`src/hdl/qdr_pkg.sv`:
```
`timescale 1ns / 1ps
`default_nettype none
// ----------------------------------------------------------------------------
// qdr_pkg - shared types and constants of the quadrature decoder
// Command and register codes, sequencer states, divider request/response
// structs and the quadrature transition table.
// ----------------------------------------------------------------------------
package qdr_pkg;

    // item commands
    localparam logic [1:0] CMD_SAMPLE = 2'd0;
    localparam logic [1:0] CMD_LOAD   = 2'd1;
    localparam logic [1:0] CMD_READ   = 2'd2;

    // configuration register indexes
    localparam logic [1:0] REG_SWAP_PINS = 2'd0;
    localparam logic [1:0] REG_HALF_STEP = 2'd1;
    localparam logic [1:0] REG_STEPS_REV = 2'd2;
    localparam logic [1:0] REG_MIN_RPM   = 2'd3;

    // divider width: every dividend is at most one minute in microseconds
    localparam int DIV_W = 26;
    localparam int DIV_CNT_W = 5;

    localparam logic [DIV_W-1:0] ONE_MINUTE_US   = 26'd60000000;
    localparam logic [7:0]       DEFAULT_STEPS   = 8'd20;
    localparam logic [15:0]      DEFAULT_MIN_RPM = 16'd30;

    // pin pair codes that mark a step
    localparam logic [1:0] PINS_FULL = 2'b11;
    localparam logic [1:0] PINS_ZERO = 2'b00;

    // direction codes
    localparam logic [1:0] DIR_IDLE = 2'd0;
    localparam logic [1:0] DIR_CW   = 2'd1;
    localparam logic [1:0] DIR_CCW  = 2'd2;

    // read sequencer
    typedef enum logic [2:0] {
        ST_IDLE,
        ST_DIV_STEP,
        ST_DIV_LIMIT,
        ST_DIV_RPM,
        ST_DELIVER
    } state_t;

    typedef struct packed {
        logic             start;
        logic [DIV_W-1:0] dividend;
        logic [31:0]      divisor;
    } div_req_t;

    typedef struct packed {
        logic             busy;
        logic             done;
        logic [DIV_W-1:0] quotient;
    } div_rsp_t;

    // count change for (last | new << 1), low three bits
    function automatic logic signed [1:0] step_delta(input logic [2:0] idx);
        logic signed [1:0] d;
        d = 2'sd0;
        unique case (idx)
            3'd0: d = 2'sd0;
            3'd1: d = 2'sd1;
            3'd2: d = -2'sd1;
            3'd3: d = 2'sd1;
            3'd4: d = 2'sd1;
            3'd5: d = 2'sd0;
            3'd6: d = 2'sd1;
            3'd7: d = -2'sd1;
            default: d = 2'sd0;
        endcase
        return d;
    endfunction

endpackage
`default_nettype wire

```
`src/hdl/qdr_divider.sv`:
```
`timescale 1ns / 1ps
`default_nettype none
// ----------------------------------------------------------------------------
// qdr_divider - shared restoring divider
// One quotient bit per cycle; at the end of a run the quotient is
// shown together with done, which is high for one cycle.
// ----------------------------------------------------------------------------
module qdr_divider
(
    input  wire logic              clk,
    input  wire logic              rst_n,
    input  wire qdr_pkg::div_req_t req,
    output qdr_pkg::div_rsp_t      rsp
);

    logic [qdr_pkg::DIV_W-1:0]     rem_reg, rem_next;
    logic [qdr_pkg::DIV_W-1:0]     quo_reg, quo_next;
    logic [31:0]                   dsr_reg, dsr_next;
    logic [qdr_pkg::DIV_CNT_W-1:0] cnt_reg, cnt_next;
    logic                          busy_reg, busy_next;
    logic                          done_reg, done_next;

    logic [qdr_pkg::DIV_W:0]       trial;
    logic                          fits;

    // trial subtraction of one step
    always_comb
    begin
        trial = {rem_reg, quo_reg[qdr_pkg::DIV_W-1]};
        fits  = {5'd0, trial} >= dsr_reg;
    end

    // step control
    always_comb
    begin
        rem_next  = rem_reg;
        quo_next  = quo_reg;
        dsr_next  = dsr_reg;
        cnt_next  = cnt_reg;
        busy_next = busy_reg;
        done_next = 1'b0;
        if (req.start)
        begin
            rem_next  = '0;
            quo_next  = req.dividend;
            dsr_next  = req.divisor;
            cnt_next  = '0;
            busy_next = 1'b1;
        end
        else if (busy_reg)
        begin
            if (fits)
            begin
                rem_next = qdr_pkg::DIV_W'(trial - dsr_reg[qdr_pkg::DIV_W:0]);
            end
            else
            begin
                rem_next = trial[qdr_pkg::DIV_W-1:0];
            end
            quo_next = {quo_reg[qdr_pkg::DIV_W-2:0], fits};
            cnt_next = cnt_reg + 1'b1;
            if (cnt_reg == qdr_pkg::DIV_CNT_W'(qdr_pkg::DIV_W - 1))
            begin
                busy_next = 1'b0;
                done_next = 1'b1;
            end
        end
    end

    always_ff @(posedge clk or negedge rst_n)
    begin
        if (!rst_n)
        begin
            cnt_reg  <= '0;
            busy_reg <= 1'b0;
            done_reg <= 1'b0;
        end
        else
        begin
            cnt_reg  <= cnt_next;
            busy_reg <= busy_next;
            done_reg <= done_next;
        end
    end

    // operand registers
    always_ff @(posedge clk)
    begin
        rem_reg <= rem_next;
        quo_reg <= quo_next;
        dsr_reg <= dsr_next;
    end

    assign rsp.busy     = busy_reg;
    assign rsp.done     = done_reg;
    assign rsp.quotient = quo_reg;

endmodule
`default_nettype wire

```
`src/hdl/quadrature_decoder_rpm_core.sv`:
```
`timescale 1ns / 1ps
`default_nettype none
// ----------------------------------------------------------------------------
// quadrature_decoder_rpm_core - quadrature decoder with speed measure
// Tracks a wrapping 16-bit position count from A/B samples, stamps full
// cycles and reports scaled count, direction, step flag and rpm on read.
// ----------------------------------------------------------------------------
//  channel | dir | signals                          | contents
//  s_      | in  | s_tvalid s_tready s_tdata s_tuser | sample, load or read item
//  m_      | out | m_tvalid m_tready m_tdata         | read result
//  cfg_    | in  | cfg_valid cfg_ready cfg_index/data| register write
//
//  sample and load items keep the sequencer in idle; s_tready stays high in idle
//  a read item holds s_tready low until its result is handed over: it
//  runs the shared divider for the per-step time, the slow limit and the
//  rpm, launching the first run on acceptance and each next run on the
//  done of the one before; the rpm division is skipped when the period is
//  too long
//  the result sits in an output register; a stalled m_ holds only the
//  final hand-over of the next read, not its divisions
//  reset clears the count, time stamps, flag and registers to defaults
// ----------------------------------------------------------------------------
module quadrature_decoder_rpm_core
(
    input  wire logic        clk,
    input  wire logic        rst_n,

    input  wire logic        s_tvalid,
    output logic             s_tready,
    input  wire logic [55:0] s_tdata,   // pin_a_level, pin_b_level, time_us[31:0],
                                        // load_value[15:0], zero fill
    input  wire logic [1:0]  s_tuser,   // command[1:0]

    output logic             m_tvalid,
    input  wire logic        m_tready,
    output logic [47:0]      m_tdata,   // step_value[14:0], step_flag, direction[1:0],
                                        // rpm[25:0], zero fill

    input  wire logic        cfg_valid,
    output logic             cfg_ready,
    input  wire logic [1:0]  cfg_index,
    input  wire logic [15:0] cfg_data
);

    // input field views
    logic               in_a;
    logic               in_b;
    logic [31:0]        in_time;
    logic signed [15:0] in_load;
    logic [1:0]         in_cmd;

    assign in_a    = s_tdata[0];
    assign in_b    = s_tdata[1];
    assign in_time = s_tdata[33:2];
    assign in_load = s_tdata[49:34];
    assign in_cmd  = s_tuser;

    // registers
    qdr_pkg::state_t           state_reg, state_next;
    logic                      swap_reg, swap_next;
    logic                      half_reg, half_next;
    logic [7:0]                spr_reg, spr_next;
    logic [15:0]               minrpm_reg, minrpm_next;
    logic [1:0]                last_pins_reg, last_pins_next;
    logic signed [15:0]        raw_count_reg, raw_count_next;
    logic [31:0]               last_time_reg, last_time_next;
    logic [31:0]               prev_time_reg, prev_time_next;
    logic                      pending_reg, pending_next;
    logic signed [15:0]        read_count_reg, read_count_next;
    logic [14:0]               res_step_reg, res_step_next;
    logic                      res_flag_reg, res_flag_next;
    logic [1:0]                res_dir_reg, res_dir_next;
    logic [31:0]               period_reg, period_next;
    logic [qdr_pkg::DIV_W-1:0] per_step_reg, per_step_next;
    logic [qdr_pkg::DIV_W-1:0] rpm_reg, rpm_next;
    logic                      out_valid_reg, out_valid_next;
    logic [47:0]               out_data_reg, out_data_next;

    // control
    logic               in_acc;
    logic               cfg_acc;
    logic               deliver;
    logic               take_rpm;
    logic [7:0]         steps_eff;
    logic [15:0]        minr_eff;
    logic [31:0]        prev_eff;
    logic [31:0]        period_div;
    logic [1:0]         pins;
    logic [2:0]         delta_idx;
    logic signed [15:0] delta;

    qdr_pkg::div_req_t  div_req;
    qdr_pkg::div_rsp_t  div_rsp;

    qdr_divider u_div
    (
        .clk   (clk),
        .rst_n (rst_n),
        .req   (div_req),
        .rsp   (div_rsp)
    );

    assign s_tready  = (state_reg == qdr_pkg::ST_IDLE);
    assign cfg_ready = 1'b1;
    assign in_acc    = s_tvalid && s_tready;
    assign cfg_acc   = cfg_valid && cfg_ready;
    assign m_tvalid  = out_valid_reg;
    assign m_tdata   = out_data_reg;

    // operand defaults and pin decode
    always_comb
    begin
        steps_eff  = (spr_reg != 8'd0) ? spr_reg : qdr_pkg::DEFAULT_STEPS;
        minr_eff   = (minrpm_reg != 16'd0) ? minrpm_reg : qdr_pkg::DEFAULT_MIN_RPM;
        prev_eff   = (prev_time_reg != 32'd0) ? prev_time_reg : 32'd1;
        period_div = (period_reg != 32'd0) ? period_reg : 32'd1;
        take_rpm   = period_reg < {6'd0, div_rsp.quotient};
        pins       = swap_reg ? {in_a, in_b} : {in_b, in_a};
        delta_idx  = {1'b0, last_pins_reg} | {pins, 1'b0};
        delta      = 16'(qdr_pkg::step_delta(delta_idx));
    end

    // sequencer next state
    always_comb
    begin
        state_next = state_reg;
        unique case (state_reg)
            qdr_pkg::ST_IDLE:
            begin
                if (in_acc && in_cmd == qdr_pkg::CMD_READ)
                begin
                    state_next = qdr_pkg::ST_DIV_STEP;
                end
            end
            qdr_pkg::ST_DIV_STEP:
            begin
                if (div_rsp.done)
                begin
                    state_next = qdr_pkg::ST_DIV_LIMIT;
                end
            end
            qdr_pkg::ST_DIV_LIMIT:
            begin
                if (div_rsp.done)
                begin
                    state_next = take_rpm ? qdr_pkg::ST_DIV_RPM : qdr_pkg::ST_DELIVER;
                end
            end
            qdr_pkg::ST_DIV_RPM:
            begin
                if (div_rsp.done)
                begin
                    state_next = qdr_pkg::ST_DELIVER;
                end
            end
            qdr_pkg::ST_DELIVER:
            begin
                if (deliver)
                begin
                    state_next = qdr_pkg::ST_IDLE;
                end
            end
            default: state_next = qdr_pkg::ST_IDLE;
        endcase
    end

    // sequencer outputs: divider launches and result hand-over
    always_comb
    begin
        div_req = '0;
        deliver = 1'b0;
        unique case (state_reg)
            qdr_pkg::ST_IDLE:
            begin
                if (in_acc && in_cmd == qdr_pkg::CMD_READ)
                begin
                    div_req.start    = 1'b1;
                    div_req.dividend = qdr_pkg::ONE_MINUTE_US;
                    div_req.divisor  = {24'd0, steps_eff};
                end
            end
            qdr_pkg::ST_DIV_STEP:
            begin
                if (div_rsp.done)
                begin
                    div_req.start    = 1'b1;
                    div_req.dividend = div_rsp.quotient;
                    div_req.divisor  = {16'd0, minr_eff};
                end
            end
            qdr_pkg::ST_DIV_LIMIT:
            begin
                if (div_rsp.done && take_rpm)
                begin
                    div_req.start    = 1'b1;
                    div_req.dividend = per_step_reg;
                    div_req.divisor  = period_div;
                end
            end
            qdr_pkg::ST_DIV_RPM:
            begin
                div_req = '0;
            end
            qdr_pkg::ST_DELIVER:
            begin
                deliver = !out_valid_reg || m_tready;
            end
            default: deliver = 1'b0;
        endcase
    end

    // configuration writes
    always_comb
    begin
        swap_next   = swap_reg;
        half_next   = half_reg;
        spr_next    = spr_reg;
        minrpm_next = minrpm_reg;
        if (cfg_acc)
        begin
            unique case (cfg_index)
                qdr_pkg::REG_SWAP_PINS: swap_next   = cfg_data[0];
                qdr_pkg::REG_HALF_STEP: half_next   = cfg_data[0];
                qdr_pkg::REG_STEPS_REV: spr_next    = cfg_data[7:0];
                qdr_pkg::REG_MIN_RPM:   minrpm_next = cfg_data;
                default:                swap_next   = swap_reg;
            endcase
        end
    end

    // count, time stamps and read snapshot
    always_comb
    begin
        last_pins_next  = last_pins_reg;
        raw_count_next  = raw_count_reg;
        last_time_next  = last_time_reg;
        prev_time_next  = prev_time_reg;
        pending_next    = pending_reg;
        read_count_next = read_count_reg;
        res_step_next   = res_step_reg;
        res_flag_next   = res_flag_reg;
        res_dir_next    = res_dir_reg;
        period_next     = period_reg;
        if (in_acc)
        begin
            unique case (in_cmd)
                qdr_pkg::CMD_SAMPLE:
                begin
                    if (pins != last_pins_reg)
                    begin
                        raw_count_next = raw_count_reg + delta;
                        last_pins_next = pins;
                        if (pins == qdr_pkg::PINS_FULL)
                        begin
                            prev_time_next = last_time_reg;
                            last_time_next = in_time;
                            pending_next   = 1'b1;
                        end
                        if (pins == qdr_pkg::PINS_ZERO && half_reg)
                        begin
                            pending_next = 1'b1;
                        end
                    end
                end
                qdr_pkg::CMD_LOAD:
                begin
                    raw_count_next = in_load;
                end
                qdr_pkg::CMD_READ:
                begin
                    res_step_next = half_reg ? 15'(raw_count_reg >>> 1)
                                             : 15'(raw_count_reg >>> 2);
                    res_flag_next = pending_reg;
                    pending_next  = 1'b0;
                    res_dir_next  = qdr_pkg::DIR_IDLE;
                    if (read_count_reg > raw_count_reg)
                    begin
                        res_dir_next    = qdr_pkg::DIR_CCW;
                        read_count_next = raw_count_reg;
                    end
                    else if (read_count_reg < raw_count_reg)
                    begin
                        res_dir_next    = qdr_pkg::DIR_CW;
                        read_count_next = raw_count_reg;
                    end
                    period_next = last_time_reg - prev_eff;
                end
                default: period_next = period_reg;
            endcase
        end
    end

    // division results and output register
    always_comb
    begin
        per_step_next  = per_step_reg;
        rpm_next       = rpm_reg;
        out_valid_next = out_valid_reg;
        out_data_next  = out_data_reg;
        if (state_reg == qdr_pkg::ST_DIV_STEP && div_rsp.done)
        begin
            per_step_next = div_rsp.quotient;
        end
        if (state_reg == qdr_pkg::ST_DIV_LIMIT && div_rsp.done && !take_rpm)
        begin
            rpm_next = '0;
        end
        if (state_reg == qdr_pkg::ST_DIV_RPM && div_rsp.done)
        begin
            rpm_next = div_rsp.quotient;
        end
        if (deliver)
        begin
            out_valid_next = 1'b1;
            out_data_next  = {4'd0, rpm_reg, res_dir_reg, res_flag_reg, res_step_reg};
        end
        else if (m_tready)
        begin
            out_valid_next = 1'b0;
        end
    end

    // control and state registers
    always_ff @(posedge clk or negedge rst_n)
    begin
        if (!rst_n)
        begin
            state_reg      <= qdr_pkg::ST_IDLE;
            swap_reg       <= 1'b0;
            half_reg       <= 1'b0;
            spr_reg        <= qdr_pkg::DEFAULT_STEPS;
            minrpm_reg     <= qdr_pkg::DEFAULT_MIN_RPM;
            last_pins_reg  <= '0;
            raw_count_reg  <= '0;
            last_time_reg  <= '0;
            prev_time_reg  <= '0;
            pending_reg    <= 1'b0;
            read_count_reg <= '0;
            out_valid_reg  <= 1'b0;
        end
        else
        begin
            state_reg      <= state_next;
            swap_reg       <= swap_next;
            half_reg       <= half_next;
            spr_reg        <= spr_next;
            minrpm_reg     <= minrpm_next;
            last_pins_reg  <= last_pins_next;
            raw_count_reg  <= raw_count_next;
            last_time_reg  <= last_time_next;
            prev_time_reg  <= prev_time_next;
            pending_reg    <= pending_next;
            read_count_reg <= read_count_next;
            out_valid_reg  <= out_valid_next;
        end
    end

    // payload registers
    always_ff @(posedge clk)
    begin
        res_step_reg <= res_step_next;
        res_flag_reg <= res_flag_next;
        res_dir_reg  <= res_dir_next;
        period_reg   <= period_next;
        per_step_reg <= per_step_next;
        rpm_reg      <= rpm_next;
        out_data_reg <= out_data_next;
    end

    // a read transaction always starts the per-step division
    assert property (@(posedge clk) disable iff (!rst_n)
        (in_acc && in_cmd == qdr_pkg::CMD_READ) |=>
            (state_reg == qdr_pkg::ST_DIV_STEP && div_rsp.busy))
    else $error("read did not launch the divider");

    // the divider finishes only while the sequencer waits on it
    assert property (@(posedge clk) disable iff (!rst_n)
        div_rsp.done |-> (state_reg == qdr_pkg::ST_DIV_STEP ||
                          state_reg == qdr_pkg::ST_DIV_LIMIT ||
                          state_reg == qdr_pkg::ST_DIV_RPM))
    else $error("divider done outside a division state");

    // a new result appears only from the hand-over state
    assert property (@(posedge clk) disable iff (!rst_n)
        (deliver) |=> (m_tvalid && state_reg == qdr_pkg::ST_IDLE))
    else $error("result hand-over lost");

    // no item is taken while the divider runs
    assert property (@(posedge clk) disable iff (!rst_n)
        div_rsp.busy |-> !s_tready)
    else $error("input accepted during division");

endmodule
`default_nettype wire
```
`config.mk`:
```
export PLATFORM = sky130hd
export DESIGN_NAME = quadrature_decoder_rpm_core
export DESIGN_NICKNAME = d
export VERILOG_FILES = /design/src/hdl/qdr_pkg.sv /design/src/hdl/qdr_divider.sv /design/src/hdl/quadrature_decoder_rpm_core.sv
export SDC_FILE = /design/constraint.sdc
export NUM_CORES = 1
export LEC_CHECK = 0
export ABC_AREA = 1
export BUFFER_PORTS_ARGS = -buffer_cell sky130_fd_sc_hd__buf_2
export CAP_MARGIN = 20
export CORE_MARGIN = 4
export CORE_UTILIZATION = 30
export DETAILED_ROUTE_END_ITERATION = 10
export PLACE_DENSITY_LB_ADDON = 0.1
export REMOVE_ABC_BUFFERS = 1
export SLEW_MARGIN = 20
export SYNTH_ARGS = -nofsm -noshare
export SYNTH_HDL_FRONTEND = slang
export SYNTH_SLANG_ARGS = --single-unit
```
`constraint.sdc`:
```
create_clock -name clk -period 5.16 [get_ports clk]
set_clock_uncertainty 0.2 [all_clocks]
set_input_delay 1.032 -clock clk [delete_from_list [all_inputs] [get_ports clk]]
set_output_delay 1.032 -clock clk [all_outputs]
set_load 0.005 [all_outputs]
```
[Word level (Yosys, flattened, before mapping)]
Memories as Yosys holds them, arrays and structs flattened.
Cells that the tools add are included.
W data, S select, Z words.
Storage, ports and cells
  word-level logic and storage cells: 134
  bits in read-only memories: 16
  register bits: 366
  memories kept: 1
Memories
  (name not given): depth 8, bits a word 2, rd ports 1, clocked after memory_dff 0, wr ports 0, RTL line qdr_pkg.sv:63  | unique case (idx)
Operators by class
  reductions and logical operators: 37
  $add $sub $neg: 4
  bitwise logic cells: 1
  equality and inequality tests: 20
  mux-type cells: 42
  order comparisons: 4
Operator list (count)
  $mux W59: 3
  $pmux W59 S3: 1
  $mux W26: 5
  $mux W16: 4
  $mux W32: 2
  $reduce_bool A32 Y1: 2
  $ge A27 B32 Y1: 1
  $lt A32 B26 Y1: 1
  $pmux W16 S2: 1
  $sub A32 B32 Y32: 1
  $sub A26 B26 Y26: 1
  $mux W3: 6
  $add A16 B2 Y16: 1
  $gt A16 B16 Y1: 1
  $lt A16 B16 Y1: 1
  $reduce_bool A16 Y1: 1
  $pmux W3 S5: 1
  $mux W14: 1
  $mux W1: 13
  $reduce_and A2 Y1: 6
  $reduce_bool A2 Y1: 6
  $mux W5: 2
  $reduce_and A3 Y1: 3
  $eq A2 B2 Y1 const B: 4
  22 further kinds: 40

[Longest topological paths before layout]
Gate-level depths: netlist (run 1).
  word-level depth: 7
  mapped depth: 19
  gate-level depth less buffers: 19

[Modules after synthesis]
A second synthesis (run 1) with hierarchy kept.
Second synthesis, totals
  cells, all modules: 2459
  area total of the unflattened synthesis: 20591.0 um2
Modules (own cells, without submodules)
  quadrature_decoder_rpm_core: cells an instance 1671, area each 14861.8 um2, times used 1
  qdr_divider: cells an instance 788, area each 5729.2 um2, times used 1

[Worst setup path before layout (run 1)]
OpenSTA, ideal clock, no wires.
  path kind: input -> register
  from: input m_tready
  to: register out_data_reg[0] (netlist: m_tdata[0]), enable pin
  path buffers: 0
  stages on the path: 2
  data arrival time: 2.931 ns
  setup slack: 1.584 ns
  data required time: 4.515 ns
  cell sequence: nor2_1 -> nor2_1
Between the ends
  longest elaborated chain between the ends: 2
Ends and longest elaborated chain
  from (decl): RTL line quadrature_decoder_rpm_core.sv:35  | input wire logic m_tready,
  $logic_or A1 B1 Y1: RTL line quadrature_decoder_rpm_core.sv:206  | deliver = !out_valid_reg || m_tready;
  $mux W1: RTL line quadrature_decoder_rpm_core.sv:172  | unique case (state_reg)
  via deliver: RTL line quadrature_decoder_rpm_core.sv:82  | logic deliver;
  to (signal assigned): RTL line quadrature_decoder_rpm_core.sv:367  | out_data_reg <= out_data_next;
  to (decl): RTL line quadrature_decoder_rpm_core.sv:77  | logic [47:0] out_data_reg, out_data_next;
The timed path passes the listed nets, and every way through them passes these cells.
A chain may end at the register's enable or synchronous reset.

[Final worst setup path (run 1)]
  from: register u_div.quo_reg[5] in the netlist's numbering
  to: register u_div.quo_reg[22] in the netlist's numbering (data pin)
Between the ends
  longest elaborated chain between the ends: 5
Ends and longest elaborated chain
  from (decl): RTL line qdr_divider.sv:17  | logic [qdr_pkg::DIV_W-1:0] quo_reg, quo_next;
  from (signal assigned): RTL line qdr_divider.sv:90  | quo_reg <= quo_next;
  $lt A32 B26 Y1: RTL line quadrature_decoder_rpm_core.sv:117  | take_rpm = period_reg < {6'd0, div_rsp.quotient};
  $logic_and A1 B1 Y1: RTL line quadrature_decoder_rpm_core.sv:193  | if (div_rsp.done && take_rpm)
  $mux W59: RTL line quadrature_decoder_rpm_core.sv:193
  $pmux W59 S3: RTL line quadrature_decoder_rpm_core.sv:172
  $mux W26: RTL line qdr_divider.sv:42  | if (req.start)
  via u_div.quo_next, one bit: RTL line qdr_divider.sv:17
The timed path passes the listed nets, and every way through them passes these cells.

==> results.json, run 1 <==
{
  "root_buffer": "clkbuf_16",
  "swShare": 0.397,
  "synth.distinct_cells": 52,
  "fin_crit_sh": 0.674,
  "max_freq_mhz": 287,
  "ioPinCount": 132,
  "port_buffers": 120,
  "r2r-end": "u_div.quo_reg[22]$_DFFE_PP_",
  "ctsHoldBuffers": 0,
  "max-vdd-ir-drop_uv": 244,
  "worst_skew_pair.late_latency_ns": 0.58,
  "seqPwrFrac": 0.344,
  "reg2regPathDepth": 13,
  "cts.sinks": 366,
  "async_flop_share": 0.372,
  "hpwl_mm": 41.6,
  "drv_slew": 0,
  "p_clk_frac": 0.243,
  "grt_max_degree": 129,
  "hold_violations": 0,
  "start_util": 0.305,
  "critPathLaunchType": "register",
  "synth_top_area_share": 0.304,
  "ant_nets": 0,
  "drt-wirelength-per-cell_microns": 16.7,
  "rows": 94,
  "cts_made_buffers": 44,
  "drtIter0Drc": 833,
  "synth_seq_area_share": 0.499,
  "place_congestion": 0.857,
  "fin_crit_ns": 3.48,
  "maxCapViolations": 0,
  "slew_headroom": 0.361,
  "core_area_sq_mm": 0.0662,
  "critical_path.max_fanout": 35,
  "syn2layout_area_growth_pct": 14.7,
  "track_usage": 0.158,
  "synthFlopType": "edfxtp_1",
  "vias_per_cell": 4.60,
  "cts_setup_buffers": 0,
  "pwr_density_cell_mw_per_mm2": 574,
  "p_int_mw": 8.00,
  "holdPathStages": 0,
  "min-delay-start": "res_step_reg[0]$_DFFE_PP_",
  "grt-ovfl-total": 0,
  "netlist_top_cells_count": "nand2_1, inv_1, edfxtp_1, nor2_1, a21oi_1",
  "pwr-share-comb": 0.413,
  "cp.arrival_ns": 3.60,
  "power_mw": 13.3,
  "crit_required_ns": 5.28,
  "largest_register_ffs": 44,
  "worstMarginPinSlew_ns": 0.958,
  "die_area_sq_mm": 0.0714,
  "rsz0062_at_grt": "no",
  "worst_setup_path_end_kind": "register",
  "routed_wl_mm": 55.9,
  "ys_warn_count": 0,
  "clk_pin_slew_ns": 0.06,
  "fillCellCount": 6977,
  "grt_pass1_vias": 15800,
  "switchingPower_mw": 5.27,
  "cts_resized": 0,
  "clk_path_buf_depth": 3,
  "fin_tns_setup_ns": 0,
  "synth_edf_count": 204,
  "antenna_found_initial": 4,
  "setup_viol": 0,
  "synth_cells": 2329,
  "hold_class": "register to register",
  "status": "completed",
  "vias": 15400,
  "synth_area_leaders": "edfxtp_1, dfrtp_1, nand2_1",
  "p_leak_nw": 10.6,
  "h-tree-depth": 2,
  "postSynthAreaPerCell_sq_um": 8.66,
  "nNetsFinal": 2652,
  "synth_top_area_cell": "edfxtp_1",
  "die_h_microns": 267,
  "synth_most_common_cell": "nand2_1",
  "hold_slack_ns": 0.216,
  "min_to": "m_tdata[0]$_DFFE_PP_",
  "r2r_setup_slack_ns": 1.68,
  "r2r-start": "u_div.quo_reg[5]$_DFFE_PP_",
  "drc": 0,
  "drive_gt1_frac": 0.109,
  "critPathKind": "register to register",
  "drtPass1Iterations": 5,
  "cts_tree": "built",
  "synth_seq_cells": 366,
  "die_w_microns": 267,
  "netlist_area_sq_mm": 0.0202,
  "grt_pass1_wl_mm": 89.1
}
-- per-stage QoR --
step                      instance area, sq um   util  std cells  worst slack, ns
after floorplan                          19800      -       2274            0.555
after global placement                   21600  0.326       3270             1.20
after detailed placement                 21600  0.326       3270             1.18
after CTS                                23100  0.349       3352             1.57
after global routing                     23100  0.349       3353             1.27
final                                    23100  0.349       3353             1.68
-- worst max-delay path by stage --
stage,startpoint,end,slack [ns]
after global placement,s_tdata[0],raw_count_reg[12]$_DFFE_PN0P_,1.20
final,u_div.quo_reg[5]$_DFFE_PP_,u_div.quo_reg[22]$_DFFE_PP_,1.68
after detailed placement,s_tdata[0],raw_count_reg[12]$_DFFE_PN0P_,1.18
after global routing,swap_reg$_DFFE_PN0P_,raw_count_reg[14]$_DFFE_PN0P_,1.27
after floorplan,s_tdata[1],prev_time_reg[23]$_DFFE_PN0P_,0.55
after CTS,u_div.quo_reg[5]$_DFFE_PP_,u_div.dsr_reg[21]$_DFFE_PN_,1.57
-- placed cells by master, fill, tap and decap left out, types with 6 or more instances in the layout --
cell type,count
xnor2_1,26
conb_1,11
nand3b_1,26
clkinv_2,7
nand3_1,127
nor2_4,6
dfrtp_1,129
inv_1,339
and2_1,6
nor3_1,13
o21bai_1,9
nor2_1,201
o21ai_1,44
dfxtp_1,26
buf_4,10
a21o_1,9
xor2_1,27
buf_2,119
o21ai_0,91
dfstp_2,6
nor4_1,17
inv_2,8
nand4_1,29
nor2_2,7
clkbuf_16,48
o21ai_2,13
a21oi_1,153
ha_1,116
nand2_1,569
clkbuf_1,8
edfxtp_1,204
-- power groups by stage --
| stage | combinational (mW) | sequential, mW | clock [mW] |
|---|---|---|---|
| CTS | 5.57 | 4.57 | 3.35 |
| global route | 6.38 | 4.66 | 3.46 |
| floorplan | 4.11 | 4.42 | 0 |
| global placement | 5.51 | 4.60 | 0 |
| finish | 5.48 | 4.57 | 3.23 |
| detailed placement | 5.53 | 4.63 | 0 |
-- worst max-delay path, stage by stage (launching register included) --
cell,delay [ns]
edfxtp_1,0.38
inv_1,0.15
ha_1,0.27
a21oi_1,0.13
nor2_1,0.05
nor3_1,0.12
nand2_1,0.12
nand2_1,0.07
nand2_1,0.10
nand2_1,0.15
nand3_4,0.37
nand2_4,0.58
buf_4,0.43
o21ai_2,0.08
-- routing by layer --
layer / global-route usage / wire length [microns] / vias to the layer above
met5: 0 / 34 / -
met4: 0.0448 / 1330 / 4
met3: 0.0223 / 1970 / 66
met2: 0.259 / 26100 / 222
met1: 0.218 / 26400 / 7230
li1: - / - / 7894
-- cells by family after synthesis --
logic type	share of synthesized area
compound gates	0.0971
xor+xnor	0.0230
fa+ha+maj	0.0749
simple gates	0.219
buf+inv	0.0866
other cells	0.000372
flops	0.499
-- final cells by class --
type	instances	area (sq um)	area share
Clock inverter	21	223	0.00963
Antenna cell	1	2.50	0.000108
Sequential cell	366	10100	0.435
Tap cell	864	1080	0.0467
Inverter	348	1310	0.0566
Multi-Input combinational cell	1560	8440	0.365
Clock buffer	61	1300	0.0562
Timing Repair Buffer	132	722	0.0312
No activity file was read; power rests on OpenSTA's default activity.
==> inputs of run 2 (changes only) <==
ABC_AREA = 0   (was 1)
clock period = 3.52 ns   (was 5.16 ns; I/O delays follow)
==> run 2 against run 1 <==
- the flow now finishes with violations (setup timing)
- sequential power rose by 54%
- sequential share of layout area is 0.11 points higher
- area after synthesis decreased by 7.5%
- global-route usage fell by 1.4 points
- total power rose by 65%
- clock-buffer cell count is 4 higher
- cell count fell by 18%
- utilization rose by 2.5 points
- cell area decreased by 0.23%
- fmax decreased by 6.4%
- non-clock buffer count grew 142
- critical endpoint is now period_reg[28]$_DFFE_PP_
- highest routed layer unchanged
==> results.json, run 2 <==
{
  "status": "finished with violations",
  "violations": "setup timing",
  "synth_top_area_share": 0.328,
  "cts_made_buffers": 44,
  "grt_pass1_vias": 13300,
  "swShare": 0.367,
  "fillCellCount": 6095,
  "p_leak_nw": 9.81,
  "hpwl_mm": 34.9,
  "track_usage": 0.144,
  "drt-wirelength-per-cell_microns": 17.5,
  "antenna_found_initial": 5,
  "critical_path.max_fanout": 2,
  "cp.arrival_ns": 3.83,
  "setup_ws_ns": -0.199,
  "met2_usage": 0.233,
  "ant_nets": 0,
  "synth_seq_cells": 366,
  "use_met3": 0.0270,
  "final_util": 0.375,
  "start_util": 0.303,
  "drtIter0Drc": 704,
  "maxCapViolations": 0,
  "layout_commonest_cell": "edfxtp_1",
  "worst_skew_pair.late_latency_ns": 0.57,
  "grt_max_degree": 67,
  "seqPwrFrac": 0.321,
  "worstMarginPinSlew_ns": 1.03,
  "drive_gt1_frac": 0.280,
  "grt-ovfl-total": 0,
  "setup_viol": 10,
  "cts_tree": "built",
  "synth_edf_count": 204,
  "hold_class": "input pin to register",
  "p_clk_frac": 0.197,
  "vias_per_cell": 4.71,
  "switchingPower_mw": 8.06,
  "die_area_sq_mm": 0.0662,
  "die_w_microns": 257,
  "synthFlopType": "edfxtp_1",
  "slew_headroom": 0.313,
  "hold_violations": 0,
  "die_h_microns": 257,
  "netlist_area_sq_mm": 0.0187,
  "worst_setup_path_end_kind": "register",
  "place_area_sq_mm": 0.0212,
  "syn2layout_area_growth_pct": 23.7,
  "max-vdd-ir-drop_uv": 455,
  "max_freq_mhz": 269,
  "drc": 0,
  "ys_warn_count": 0,
  "clk_pin_slew_ns": 0.06,
  "synth_cells": 1603,
  "routed_wl_mm": 48.2,
  "drtPass1Iterations": 5,
  "h-tree-depth": 2,
  "synth_top_area_cell": "edfxtp_1",
  "rows": 91,
  "crit_required_ns": 3.63,
  "root_buffer": "clkbuf_16",
  "fin_crit_sh": 1.06,
  "grt_use_met1": 0.199,
  "top_usage_layer": "met2",
  "nNetsFinal": 2071,
  "p_int_mw": 13.9,
  "fin_crit_ns": 3.72,
  "critPathKind": "register to register",
  "stdcell_area_sq_mm": 0.0231,
  "vias": 12900,
  "critPathLaunchType": "register",
  "clk_path_buf_depth": 3,
  "netlist_top_cells_count": "edfxtp_1, dfrtp_1, ha_1",
  "drv_slew": 0,
  "cts.sinks": 366,
  "fin_tns_setup_ns": -1.04,
  "place_congestion": 0.821,
  "ioPinCount": 132,
  "rsz0062_at_grt": "yes",
  "synth_most_common_cell": "edfxtp_1",
  "postSynthAreaPerCell_sq_um": 11.6,
  "mostFrequentLayoutCells": "edfxtp_1, buf_4, dfrtp_1, buf_2, inv_1",
  "pwr-share-comb": 0.482,
  "synth_area_leaders": "edfxtp_1, dfrtp_1, ha_1",
  "async_flop_share": 0.372,
  "grt_pass1_wl_mm": 76.4,
  "multi_input_comb_area_sq_mm": 0.00823,
  "core_area_sq_mm": 0.0616,
  "largest_register_ffs": 44,
  "synth_seq_area_share": 0.539,
  "power_mw": 22.0,
  "regArea_sq_mm": 0.0101,
  "synth.distinct_cells": 77,
  "pwr_density_cell_mw_per_mm2": 951,
  "port_buffers": 120
}
run 2: critical path, cell delays in order (launching register included):
cell and delay [ns]:
dfrtp_1 0.39, nor4_2 0.29, buf_4 0.17, nand4_1 0.11, o21bai_1 0.17, ha_2 0.21, fa_2 0.21, nor2b_2 0.05
o31a_1 0.27, o31ai_2 0.26, nand4_1 0.16, a41o_1 0.23, a221o_1 0.35, nand2_2 0.10, nand2b_1 0.07, a21oi_2 0.15
xnor2_1 0.07
run 2: layout make-up:
cell class,count,share of cell area
sequential,366,0.436
clock inverter,16,0.00596
clock buffer,65,0.0529
multi-input combinational,1067,0.357
timing repair buffer,274,0.0841
tap,837,0.0454
antenna,1,0.000108
inverter,118,0.0192
run 2: kinds of logic (layout without fill, tap and decap cells):
| group | Yosys count | in the layout | share of synthesized area |
|---|---|---|---|
| multiplexers | 129 | 129 | 0.0765 |
| AND/OR/NAND/NOR | 372 | 372 | 0.101 |
| XOR/XNOR | 65 | 65 | 0.0305 |
| flip-flops | 366 | 366 | 0.539 |
| adder cells (fa/ha/maj) | 119 | 119 | 0.0810 |
| AO/OA/AOI/OAI | 371 | 371 | 0.132 |
| buffers and inverters | 179 | 473 | 0.0390 |
| other | 2 | 12 | 0.000403 |
run 2: worst paths after layout:
| check | cells after the start | endpoint | slack, ns | startpoint |
|---|---|---|---|---|
| max | 16 | period_reg[28]$_DFFE_PP_ | -0.20 | prev_time_reg[11]$_DFFE_PN0P_ |
| min | 2 | last_time_reg[15]$_DFFE_PN0P_ | 0.17 | s_tdata[17] |
| max reg2reg | 16 | period_reg[28]$_DFFE_PP_ | -0.20 | prev_time_reg[11]$_DFFE_PN0P_ |
| min reg2reg | 0 | m_tdata[22]$_DFFE_PP_ | 0.22 | rpm_reg[4]$_SDFFCE_PN0P_ |
| max in group asynchronous | 3 | prev_time_reg[8]$_DFFE_PN0P_ | 1.93 | rst_n |
| min in group asynchronous | 2 | prev_time_reg[4]$_DFFE_PN0P_ | 0.45 | rst_n |
run 2: power groups by stage:
stage | logic, mW | registers (mW) | clock network (mW)
global route | 11.9 | 7.20 | 4.70
finish | 10.6 | 7.04 | 4.33
CTS | 10.1 | 7.04 | 4.52
global placement | 9.68 | 7.09 | 0
floorplan | 6.66 | 6.75 | 0
detailed placement | 9.74 | 7.11 | 0
run 2: stage by stage:
stage | setup WS, ns | hold slack (ns) | std cells
6_report | -0.199 | 0.169 | 2744
3_5_place_dp | -0.534 | 0.205 | 2642
3_3_place_gp | -0.556 | 0.204 | 2642
2_1_floorplan | -3.12 | 0.200 | 1551
5_1_grt | -0.459 | 0.147 | 2743
4_1_cts | -0.268 | 0.124 | 2727
run 2: routing by layer:
layer	vias up	wire, microns
met1	6254	23100
met5	-	28
met3	64	2010
met4	6	986
li1	6393	-
met2	194	22000
run 2: repair_timing:
item,in CTS,in global routing
hold buffers,1,0
endpoints found under the hold margin,46,0
cloned,0,1
pin swaps,23,49
resized for setup,17,54
setup endpoints to repair,16,98
buffers inserted,3,16
==> inputs of run 3 (changes only) <==
MAX_ROUTING_LAYER = met4   (was not set)
==> run 3 against run 2 <==
- global-route usage rose by 0.62 points
- clock-buffer cell count fell by 13
- hold slack got worse by 0.0061 ns
- the run still ends with setup timing left
- sequential share of layout area fell by 0.23 points
- total power rose by 1.9%
- clock power rose by 4.6%
- die area did not move
- first-iteration DRC count fell by 15%
- sequential power barely moved
- critical path depth did not move
- critical endpoint is now period_reg[30]$_DFFE_PP_
==> results.json, run 3 (synthesis gave the netlist of run 2 again) <==
{
  "status": "finished with violations",
  "violations": "setup timing",
  "clk_path_buf_depth": 3,
  "power_mw": 22.4,
  "cp_slowest_stage_delay_ns": 0.40,
  "nNetsFinal": 2075,
  "critical_path.max_fanout": 2,
  "antenna_found_initial": 5,
  "root_buffer": "clkbuf_16",
  "vias": 13000,
  "crit_required_ns": 3.63,
  "place_congestion": 0.830,
  "ioPinCount": 132,
  "syn2layout_area_growth_pct": 24.4,
  "grt_max_degree": 67,
  "core_area_sq_mm": 0.0616,
  "max_freq_mhz": 266,
  "track_usage": 0.150,
  "setup_ws_ns": -0.244,
  "max-vdd-ir-drop_uv": 408,
  "grt_pass1_wl_mm": 77.1,
  "worstMarginPinSlew_ns": 1.03,
  "place_area_sq_mm": 0.0212,
  "largest_register_ffs": 44,
  "critPathLaunchType": "register",
  "fin_crit_sh": 1.07,
  "cts_tree": "built",
  "stdcell_area_sq_mm": 0.0232,
  "slew_headroom": 0.315,
  "rows": 91,
  "grt-ovfl-total": 0,
  "setup_viol": 13,
  "cts_made_buffers": 42,
  "maxCapViolations": 0,
  "drt-wirelength-per-cell_microns": 17.8,
  "drc": 0,
  "hpwl_mm": 35.5,
  "pwr_density_cell_mw_per_mm2": 964,
  "p_leak_nw": 9.89,
  "fin_tns_setup_ns": -1.46,
  "die_h_microns": 257,
  "layout_commonest_cell": "edfxtp_1",
  "rsz0062_at_grt": "yes",
  "clk_pin_slew_ns": 0.06,
  "h-tree-depth": 2,
  "ant_nets": 0,
  "mostFrequentLayoutCells": "edfxtp_1, buf_4, dfrtp_1, buf_2, inv_1",
  "hold_violations": 0,
  "drv_slew": 0,
  "slowest_stage": "dfrtp_1",
  "routed_wl_mm": 48.9,
  "drtIter0Drc": 598,
  "drive_gt1_frac": 0.283,
  "worst_skew_pair.late_latency_ns": 0.59,
  "critPathKind": "register to register",
  "die_w_microns": 257,
  "cts.sinks": 366,
  "die_area_sq_mm": 0.0662,
  "start_util": 0.303,
  "hold_slack_ns": 0.163,
  "drtPass1Iterations": 5,
  "crit_chain": "nor4_4 -> buf_4 -> nand4_1 -> o21bai_1 -> ha_2 -> fa_2 -> nor2b_2 -> o31a_1 -> o31ai_2 -> buf_4 -> nand4_1 -> a41o_1 -> a221o_1 -> nand2_1 -> o211ai_1 -> xor2_1",
  "port_buffers": 120,
  "fin_crit_ns": 3.76,
  "hold_class": "input pin to register",
  "grt_pass1_vias": 13300,
  "vias_per_cell": 4.72,
  "worst_setup_path_end_kind": "register",
  "final_util": 0.377,
  "cp.arrival_ns": 3.88
}
==> run 3: per-layer routing <==
| layer | GRT usage | vias to the layer above | wire [microns] |
|---|---|---|---|
| met4 | 0.0339 | 0 | 791 |
| met2 | 0.236 | 201 | 22800 |
| met3 | 0.0269 | 55 | 1910 |
| met5 | - | - | 0 |
| met1 | 0.204 | 6313 | 23500 |
| li1 | - | 6405 | - |
==> run 3: path summary, 6_finish.rpt <==
path | start | endpoint | slack [ns] | cells past startpoint
worst max register to register | prev_time_reg[24]$_DFFE_PN0P_ | period_reg[30]$_DFFE_PP_ | -0.24 | 16
worst min-delay path | s_tdata[26] | last_time_reg[24]$_DFFE_PN0P_ | 0.16 | 2
min in group asynchronous | rst_n | last_time_reg[3]$_DFFE_PN0P_ | 0.47 | 2
worst min register to register | res_dir_reg[1]$_SDFFCE_PN1P_ | m_tdata[17]$_DFFE_PP_ | 0.22 | 0
worst max-delay path | prev_time_reg[24]$_DFFE_PN0P_ | period_reg[30]$_DFFE_PP_ | -0.24 | 16
max in group asynchronous | rst_n | minrpm_reg[2]$_DFFE_PN1P_ | 1.87 | 3
==> run 3: cell type report <==
type / instances / area (sq um)
Multi-Input combinational cell: 1067 / 8190
Antenna cell: 3 / 7.51
Tap cell: 837 / 1050
Clock inverter: 26 / 322
Fill cell: 6087 / 38400
Clock buffer: 52 / 1100
Inverter: 118 / 443
Timing Repair Buffer: 280 / 2040
Sequential cell: 366 / 10100
==> run 3: where the power goes <==
group / leakage (nW) / switching (mW) / internal (mW)
Clock: 0.701 / 1.85 / 2.68
Combinational: 5.36 / 5.38 / 5.46
Sequential: 3.84 / 0.976 / 6.04
Total: 9.89 / 8.20 / 14.2
==> run 3: critical path, delay by kind of cell (launching register included) <==
family                     cells  cell delay, ns
xor gates and xnor gates       1            0.16
buffers and inverters          2            0.30
and+or+nand+nor                5            0.67
adders and majority gates      2            0.42
DFF                            1            0.40
AOI/OAI and AO/OA              6            1.36
==> run 3: repair_timing <==
item,in CTS,in global routing
buffers inserted,8,13
gates cloned,0,3
pin swaps,20,35
hold endpoints to repair,54,0
hold buffers,1,0
resized for setup,17,54
endpoints found under the setup margin,48,74
==> run 3: stage by stage <==
| stage | cells | setup slack, ns |
|---|---|---|
| detailed placement | 2644 | -0.518 |
| global route | 2749 | -0.483 |
| finish | 2749 | -0.244 |
| CTS | 2731 | -0.276 |
| global placement | 2644 | -0.560 |
| floorplan | 1551 | -3.12 |
